<file path="config.mk">
export PLATFORM = sky130hd
export DESIGN_NAME = dqpsk_symbol_extract_sync
export DESIGN_NICKNAME = d
export VERILOG_FILES = /design/src/rtl/dqse_pkg.sv /design/src/rtl/dqse_ram.sv /design/src/rtl/dqpsk_symbol_extract_sync.sv
export SDC_FILE = /design/constraint.sdc
export NUM_CORES = 2
export LEC_CHECK = 0
export CAP_MARGIN = 20
export CORE_MARGIN = 2
export CORE_UTILIZATION = 44
export CTS_BUF_LIST = sky130_fd_sc_hd__clkbuf_8
export CTS_CLUSTER_SIZE = 28
export DETAILED_ROUTE_END_ITERATION = 10
export DONT_BUFFER_PORTS = 1
export SYNTH_ARGS = -nofsm -noshare
export SYNTH_HDL_FRONTEND = slang
export SYNTH_SLANG_ARGS = --single-unit
</file>
<file path="constraint.sdc">
create_clock -name clk -period 14 [get_ports clk]
set_input_delay 2.1 -clock clk [delete_from_list [all_inputs] [get_ports clk]]
set_output_delay 2.1 -clock clk [all_outputs]
set_load 0.01 [all_outputs]
</file>
<file path="src/rtl/dqse_pkg.sv">
package dqse_pkg;

	// Sample and window geometry. The window mean is a shift, so the window
	// length must be a power of two.
	localparam int SAMPLE_W        = 16;
	localparam int WINDOW_LENGTH   = 256;
	localparam int UPDATE_INTERVAL = 64;

	localparam int WIN_AW = $clog2(WINDOW_LENGTH);
	localparam int CNT_W  = (UPDATE_INTERVAL > 1) ? $clog2(UPDATE_INTERVAL) : 1;

	// Magnitudes of a two's complement sample fit in SAMPLE_W unsigned bits.
	localparam int ABS_W  = SAMPLE_W;
	localparam int AMP_W  = ABS_W + 1;
	localparam int SUM_W  = ABS_W + WIN_AW;
	localparam int QUOT_W = ABS_W - 1;

	// floor(x / 5) = (x * 52429) >> 18, exact for x below 2**18.
	localparam int DIV5_MUL   = 52429;
	localparam int DIV5_MUL_W = 16;
	localparam int DIV5_SH    = 18;
	localparam int PROD_W     = ABS_W + 1 + DIV5_MUL_W;

	// Field widths of the ports.
	localparam int DIBIT_W = 2;
	localparam int MEAN_W  = 17;
	localparam int WEAK_W  = 16;
	localparam int SYNC_W  = 17;
	localparam int CFG_W   = 17;

	localparam logic [WEAK_W-1:0] WEAK_THR_RESET = WEAK_W'(2458);
	localparam logic [SYNC_W-1:0] SYNC_THR_RESET = SYNC_W'(5734);

	typedef enum logic [0:0] {
		CFG_WEAK_AMP_THR = 1'b0,
		CFG_SYNC_ERR_THR = 1'b1
	} cfg_idx_t;

endpackage

</file>
<file path="src/rtl/dqse_ram.sv">
module dqse_ram #(
	parameter int WIDTH = 16,
	parameter int DEPTH = 256
) (
	input  logic                     clk,
	input  logic                     we,
	input  logic [$clog2(DEPTH)-1:0] waddr,
	input  logic [WIDTH-1:0]         wdata,
	input  logic                     re,
	input  logic [$clog2(DEPTH)-1:0] raddr,
	output logic [WIDTH-1:0]         rdata
);

	logic [WIDTH-1:0] mem [DEPTH];

	always_ff @(posedge clk) begin
		if (we) begin
			mem[waddr] <= wdata;
		end
		if (re) begin
			rdata <= mem[raddr];
		end
	end

endmodule

</file>
<file path="src/rtl/dqpsk_symbol_extract_sync.sv">
// Channel   Handshake            Payload
// input     in_valid / in_ready  sample_re, sample_im, block_end
// output    out_valid/out_ready  dibit, sync_locked, mean_error, metric_updated,
//                                block_end_res
// config    cfg_we               cfg_index, cfg_data
//
// One item per cycle is sustained while out_ready stays high; a result passes the window
// RAM read, the running-sum update and the publish stage ahead of the output register.
// Each stage holds its item on its own, so input is still taken while a
// result waits, as long as a stage ahead is empty or moving.
// After reset the window reads as zero through a fill flag; there is no
// clearing pass and items are accepted at once.
module dqpsk_symbol_extract_sync (
	input  logic                                  clk,
	input  logic                                  arst_n,
	input  logic                                  in_valid,
	output logic                                  in_ready,
	input  logic signed [dqse_pkg::SAMPLE_W-1:0]  sample_re,
	input  logic signed [dqse_pkg::SAMPLE_W-1:0]  sample_im,
	input  logic                                  block_end,
	output logic                                  out_valid,
	input  logic                                  out_ready,
	output logic [dqse_pkg::DIBIT_W-1:0]          dibit,
	output logic                                  sync_locked,
	output logic [dqse_pkg::MEAN_W-1:0]           mean_error,
	output logic                                  metric_updated,
	output logic                                  block_end_res,
	input  logic                                  cfg_we,
	input  dqse_pkg::cfg_idx_t                    cfg_index,
	input  logic [dqse_pkg::CFG_W-1:0]            cfg_data
);

	import dqse_pkg::*;

	// Configuration.
	logic [WEAK_W-1:0] weak_thr_q;
	logic [SYNC_W-1:0] sync_thr_q;

	always_ff @(posedge clk or negedge arst_n) begin
		if (!arst_n) begin
			weak_thr_q <= WEAK_THR_RESET;
			sync_thr_q <= SYNC_THR_RESET;
		end else if (cfg_we) begin
			unique case (cfg_index)
				CFG_WEAK_AMP_THR: weak_thr_q <= cfg_data[WEAK_W-1:0];
				CFG_SYNC_ERR_THR: sync_thr_q <= cfg_data[SYNC_W-1:0];
				default: ;
			endcase
		end
	end

	// Stage handshake.
	logic v_s1, v_s2, v_s3, out_v_q;
	logic adv_s1, adv_s2, adv_s3, accept;

	assign adv_s3   = v_s3 && (!out_v_q || out_ready);
	assign adv_s2   = v_s2 && (!v_s3 || adv_s3);
	assign adv_s1   = v_s1 && (!v_s2 || adv_s2);
	assign in_ready = !v_s1 || adv_s1;
	assign accept   = in_valid && in_ready;

	// Input stage: magnitudes, quadrant decision and differential decode.
	logic             neg_re, neg_im;
	logic [ABS_W-1:0] abs_re, abs_im, mx, mn;
	logic [1:0]       sym, diff;
	logic [1:0]       prev_sym_q;
	logic [WIN_AW-1:0] widx_q;
	logic              filled_q;

	always_comb begin
		neg_re = sample_re[SAMPLE_W-1];
		neg_im = sample_im[SAMPLE_W-1];
		abs_re = neg_re ? (~sample_re + 1'b1) : sample_re;
		abs_im = neg_im ? (~sample_im + 1'b1) : sample_im;
		mx     = (abs_re > abs_im) ? abs_re : abs_im;
		mn     = (abs_re > abs_im) ? abs_im : abs_re;
		sym    = {neg_im, neg_im ^ neg_re};
		diff   = sym - prev_sym_q;
	end

	always_ff @(posedge clk or negedge arst_n) begin
		if (!arst_n) begin
			prev_sym_q <= '0;
			widx_q     <= '0;
			filled_q   <= 1'b0;
		end else if (accept) begin
			prev_sym_q <= sym;
			if (widx_q == WIN_AW'(WINDOW_LENGTH - 1)) begin
				widx_q   <= '0;
				filled_q <= 1'b1;
			end else begin
				widx_q <= widx_q + 1'b1;
			end
		end
	end

	// Stage 1 holds the sample; the window entry is read as it moves on.
	logic [ABS_W-1:0]   mx_s1, mn_s1;
	logic [DIBIT_W-1:0] dibit_s1;
	logic               blk_s1, old_ok_s1;
	logic [WIN_AW-1:0]  idx_s1;
	logic [PROD_W-1:0]  prod;

	always_ff @(posedge clk or negedge arst_n) begin
		if (!arst_n) begin
			v_s1 <= 1'b0;
		end else if (in_ready) begin
			v_s1 <= in_valid;
		end
	end

	always_ff @(posedge clk) begin
		if (accept) begin
			mx_s1     <= mx;
			mn_s1     <= mn;
			dibit_s1  <= {diff[1], diff[1] ^ diff[0]};
			blk_s1    <= block_end;
			old_ok_s1 <= filled_q;
			idx_s1    <= widx_q;
		end
	end

	assign prod = {mn_s1, 1'b0} * DIV5_MUL_W'(DIV5_MUL);

	// Stage 2: amplitude test, window write and running-sum update.
	logic [ABS_W-1:0]   mx_s2, dist_s2;
	logic [QUOT_W-1:0]  quot_s2;
	logic [DIBIT_W-1:0] dibit_s2;
	logic               blk_s2, old_ok_s2;
	logic [WIN_AW-1:0]  idx_s2;
	logic [ABS_W-1:0]   ram_rdata, old_err, err;
	logic [AMP_W-1:0]   amp;
	logic [SUM_W-1:0]   sum_q, sum_next;
	logic [CNT_W-1:0]   cnt_q;
	logic               pub_now;

	always_ff @(posedge clk or negedge arst_n) begin
		if (!arst_n) begin
			v_s2 <= 1'b0;
		end else if (!v_s2 || adv_s2) begin
			v_s2 <= v_s1;
		end
	end

	always_ff @(posedge clk) begin
		if (adv_s1) begin
			mx_s2     <= mx_s1;
			dist_s2   <= mx_s1 - mn_s1;
			quot_s2   <= prod[DIV5_SH +: QUOT_W];
			dibit_s2  <= dibit_s1;
			blk_s2    <= blk_s1;
			old_ok_s2 <= old_ok_s1;
			idx_s2    <= idx_s1;
		end
	end

	// The item in stage 1 always reads the entry after the one stage 2
	// writes, and an entry is read again only a full window later, so the
	// read-modify-write needs no forwarding.
	dqse_ram #(
		.WIDTH (ABS_W),
		.DEPTH (WINDOW_LENGTH)
	) u_window (
		.clk   (clk),
		.we    (adv_s2),
		.waddr (idx_s2),
		.wdata (err),
		.re    (adv_s1),
		.raddr (idx_s1),
		.rdata (ram_rdata)
	);

	always_comb begin
		amp      = AMP_W'(mx_s2) + AMP_W'(quot_s2);
		err      = (amp < AMP_W'(weak_thr_q)) ? '0 : dist_s2;
		// Entries not yet written since reset count as zero.
		old_err  = old_ok_s2 ? ram_rdata : '0;
		sum_next = sum_q - SUM_W'(old_err) + SUM_W'(err);
		pub_now  = (cnt_q == CNT_W'(UPDATE_INTERVAL - 1));
	end

	always_ff @(posedge clk or negedge arst_n) begin
		if (!arst_n) begin
			sum_q <= '0;
			cnt_q <= '0;
		end else if (adv_s2) begin
			sum_q <= sum_next;
			cnt_q <= pub_now ? '0 : cnt_q + 1'b1;
		end
	end

	// Stage 3: publish the mean and decide sync. sum_q already holds this
	// item's update and no later one while the item sits here.
	logic [DIBIT_W-1:0] dibit_s3;
	logic               blk_s3, pub_s3;
	logic [ABS_W-1:0]   mean;
	logic               lock_new;
	logic [ABS_W-1:0]   pub_mean_q;
	logic               sync_q;

	always_ff @(posedge clk or negedge arst_n) begin
		if (!arst_n) begin
			v_s3 <= 1'b0;
		end else if (!v_s3 || adv_s3) begin
			v_s3 <= v_s2;
		end
	end

	always_ff @(posedge clk) begin
		if (adv_s2) begin
			dibit_s3 <= dibit_s2;
			blk_s3   <= blk_s2;
			pub_s3   <= pub_now;
		end
	end

	assign mean     = sum_q[SUM_W-1:WIN_AW];
	assign lock_new = (SYNC_W'(mean) < sync_thr_q);

	always_ff @(posedge clk or negedge arst_n) begin
		if (!arst_n) begin
			pub_mean_q <= '0;
			sync_q     <= 1'b0;
		end else if (adv_s3 && pub_s3) begin
			pub_mean_q <= mean;
			sync_q     <= lock_new;
		end
	end

	// Output register.
	logic [DIBIT_W-1:0] dibit_q;
	logic               sync_out_q, upd_q, blk_q;
	logic [ABS_W-1:0]   mean_out_q;

	always_ff @(posedge clk or negedge arst_n) begin
		if (!arst_n) begin
			out_v_q <= 1'b0;
		end else if (!out_v_q || out_ready) begin
			out_v_q <= v_s3;
		end
	end

	always_ff @(posedge clk) begin
		if (adv_s3) begin
			dibit_q    <= dibit_s3;
			blk_q      <= blk_s3;
			upd_q      <= pub_s3;
			sync_out_q <= pub_s3 ? lock_new : sync_q;
			mean_out_q <= pub_s3 ? mean : pub_mean_q;
		end
	end

	assign out_valid      = out_v_q;
	assign dibit          = dibit_q;
	assign sync_locked    = sync_out_q;
	assign mean_error     = MEAN_W'(mean_out_q);
	assign metric_updated = upd_q;
	assign block_end_res  = blk_q;

	// Checks.
	a_cnt_range: assert property (@(posedge clk) disable iff (!arst_n)
		cnt_q <= CNT_W'(UPDATE_INTERVAL - 1))
		else $error("update counter out of range");

	a_accept_fills_s1: assert property (@(posedge clk) disable iff (!arst_n)
		accept |=> v_s1)
		else $error("accepted item lost before stage 1");

	a_pub_carried: assert property (@(posedge clk) disable iff (!arst_n)
		adv_s2 && pub_now |=> v_s3 && pub_s3)
		else $error("publish mark not carried into stage 3");

	a_no_rw_overlap: assert property (@(posedge clk) disable iff (!arst_n)
		adv_s1 && adv_s2 |-> idx_s1 != idx_s2)
		else $error("window read and write hit the same entry");

endmodule
</file>
==> flow_metrics.py <==
metrics = {
    "synthesis": {
        "ys_types": 60,
        "synthFlopType": "edfxtp_1",
        "avgSynthCellArea_um2": 22.2,
        "synthCells": 7843,
        "synth-edff-count": 4240,
        "yosysTopAreaCellShare_pct": 73.0,
        "async_flop_share_pct": 2.19,
        "syn-num-nets": 8233,
        "synthTopCellsByArea": "edfxtp_1, mux4_2, ha_1",
        "synth_top_area_cell": "edfxtp_1",
        "synth_area_mm2": 0.174,
        "ys_seq_elements": 4335,
        "yosys_warnings": 0,
        "ys_seq_area_share_pct": 74.4,
    },
    "timing": {
        "totalNegativeSetupSlack_ns": 0,
        "fin_crit_ns": 8.09,
        "clock_skew_ns": 0.0732,
        "final_max_slew_viol_count": 0,
        "hold_violations": 0,
        "slew_headroom_pct": 8.69,
        "tightest_slew_ns": 1.37,
        "timing.final.crit_share_pct": 57.8,
        "max_freq_mhz": 124,
        "setup_viol": 0,
        "rsz0062_at_grt": "false",
        "fin_ws_ns": 5.91,
    },
    "drt": {
        "drc": 0,
        "routed_wl_um": 437000,
        "via_per_inst": 5.82,
        "firstDrtPassIters": 6,
        "initialDrtViolationCount": 9466,
        "drt-wirelength-per-cell_um": 30.4,
        "vias": 83701,
        "drtAntennaViolNets": 1,
    },
    "grt": {
        "grt_usage_pct": 21.7,
        "grt_pass1_vias": 86425,
        "grt_antenna_before_repair": 21,
        "overflow": 0,
        "grt_max_degree": 241,
        "grt_pass1_wl_um": 627000,
    },
    "clocking": {
        "clkSinkCount": 4335,
        "cts_root_buffer": "clkbuf_8",
        "ctsHtreeMaxLevel": 6,
        "path_clk_slew_ns": 0.06,
        "cts_buffers": 699,
        "hold_buffers": 0,
        "cts-resized-gates": 0,
        "clock_latency_ns": 1.24,
        "clockBufferDepth": 4,
        "cts_tree": "done",
        "post-cts-setup-buffers": 0,
    },
    "placement": {
        "hpwlAfterDp_um": 249000,
        "place.gp.congestion": 0.807,
        "port_buffers": 0,
        "placed_area_mm2": 0.183,
        "pre_cts_ws_ns": 6.09,
    },
    "floorplan": {
        "die_x_um": 634,
        "num_rows": 231,
        "ios": 80,
        "initial_core_util_pct": 44.1,
        "dieArea_mm2": 0.401,
        "die_y_um": 634,
        "core_mm2": 0.395,
    },
    "critical_path": {
        "critPathLaunchType": "flop",
        "worstSetupPathType": "flop to flop",
        "cp_slowest_cell": "a2111oi_0",
        "slowest_delay_ns": 0.88,
        "endpoint_kind": "flop",
        "cp_data_arrival_time_ns": 9.21,
        "worstPathRequired_ns": 15.12,
        "cp_max_fo": 26,
    },
    "flow_run": {
        "max_cap_viol_count": 0,
    },
    "power_and_ir_drop": {
        "p_per_area_mw_per_mm2": 214,
        "p_leak_nw": 64.4,
        "finalPower_mw": 41.9,
        "ir_worst_vdd_v": 0.000627,
    },
    "cells_and_area": {
        "fin_area_mm2": 0.196,
        "nets": 8957,
        "drive_gt1_share_pct": 30.2,
        "area_delta_synth_final_pct": 12.2,
        "num-fill-cells": 31499,
    },
    "worst_hold_path": {
        "hold_path_class": "flop to flop",
    },
    "run_status": {
        "status": "finished with violations",
        "failed_checks": "antenna rules",
    },
}
## metrics by stage
stage | util (%) | hold slack (ns) | cells
floorplan | - | 0.400 | 7843
global route | 49.5 | 0.428 | 14368
detailed placement | 46.3 | 0.409 | 13099
CTS | 49.5 | 0.413 | 14355
global placement | 46.2 | 0.404 | 13083
finish | 49.5 | 0.418 | 14379
## layout make-up
class	count	area, um2	share of cell area [%]
Sequential cell	4335	130000	66.3
Multi-Input combinational cell	2856	42300	21.6
Clock buffer	711	9790	5.00
Tap cell	5242	6560	3.35
Timing Repair Buffer	397	3480	1.78
Clock inverter	545	2750	1.41
Inverter	278	1040	0.533
Antenna cell	15	37.5	0.0192
## cells in the mapped netlist (6+ instances only)
cell / n
nor3_1: 16
nor2_1: 310
o41ai_1: 7
and3_1: 12
fa_1: 99
a2111oi_0: 18
a22o_1: 16
o21ai_0: 93
a211oi_1: 43
or3_1: 12
dfstp_2: 13
nand2b_1: 24
a21oi_1: 56
mux4_2: 1312
nand3_1: 35
o31ai_1: 14
nor2b_1: 76
buf_4: 45
and2_1: 15
edfxtp_1: 4240
mux2_2: 39
or2_2: 7
buf_2: 112
nand2_1: 125
mux2i_1: 85
inv_1: 278
xor2_1: 37
xnor2_1: 57
buf_1: 20
ha_1: 235
nand4_1: 13
dfrtp_1: 82
clkbuf_1: 179
buf_6: 18
a21o_1: 39
a211o_1: 6
## final timing paths
check	cells past startpoint	end	slack (ns)	from
max in group asynchronous	0	sync_thr_q[9]	13.10	arst_n
worst max-delay path	31	sum_q[23]	5.91	mx_s2[0]
worst max register to register	31	sum_q[23]	5.91	mx_s2[0]
min in group asynchronous	0	out_valid	0.58	arst_n
worst min-delay path	0	block_end_res	0.42	blk_s3
worst min register to register	0	block_end_res	0.42	blk_s3
## state kept, by name, indices dropped and copies added (netlist names), 6 cells and up
| register | cells |
|---|---|
| cnt_q | 6 |
| dist_s2 | 16 |
| idx_s1 | 8 |
| idx_s2 | 8 |
| mean_out_q | 16 |
| mn_s1 | 16 |
| mx_s1 | 16 |
| mx_s2 | 16 |
| pub_mean_q | 16 |
| quot_s2 | 15 |
| sum_q | 24 |
| sync_thr_q | 17 |
| u_window.mem | 4096 |
| u_window.rdata | 16 |
| weak_thr_q | 16 |
| widx_q | 8 |
## critical path, delay by kind of cell (launching register included)
kind	cells	cell delay [ns]
DFF	1	0.32
and+or+nand+nor	5	1.03
AOI/OAI and AO/OA	16	4.13
adders and majority gates	5	1.55
buffers and inverters	3	0.66
xor gates and xnor gates	2	0.30
## kinds of logic after synthesis
kind of cell / count (synthesis) / share of synthesized area [%]
compound gates: 330 / 1.25
xor+xnor: 94 / 0.472
fa+ha+maj: 334 / 2.82
buf+inv: 652 / 1.66
flops: 4335 / 74.4
mux: 1436 / 17.7
other cells: 1 / 0.00215
simple gates: 661 / 1.72
## layer usage
layer	wire length, um	up-vias	global-route usage [%]
li1	-	34240	-
met1	183000	45518	30.9
met2	209000	3362	34.6
met3	33600	579	4.02
met4	11600	2	6.07
met5	7	-	0
## power breakdown
group | internal (mW) | switching, mW
Sequential | 18.4 | 0.207
Clock | 4.91 | 4.98
Combinational | 4.57 | 8.91
## layout by cell type (no fill, tap or decap), types with 55 or more instances in the layout
master / Yosys / routed
nor2_1: 310 / 204
edfxtp_1: 4240 / 4240
buf_4: 45 / 351
nor2b_1: 76 / 59
nor2_2: 0 / 106
mux4_2: 1312 / 1312
mux2i_1: 85 / 85
a21oi_1: 56 / 55
nand2_1: 125 / 115
o21ai_0: 93 / 93
inv_1: 278 / 529
clkbuf_8: 0 / 712
ha_1: 235 / 235
dfrtp_1: 82 / 82
xnor2_1: 57 / 57
clkinv_2: 0 / 59
fa_1: 99 / 99
clkinv_1: 0 / 168
Note: power is estimated with default switching activity, not from simulation.
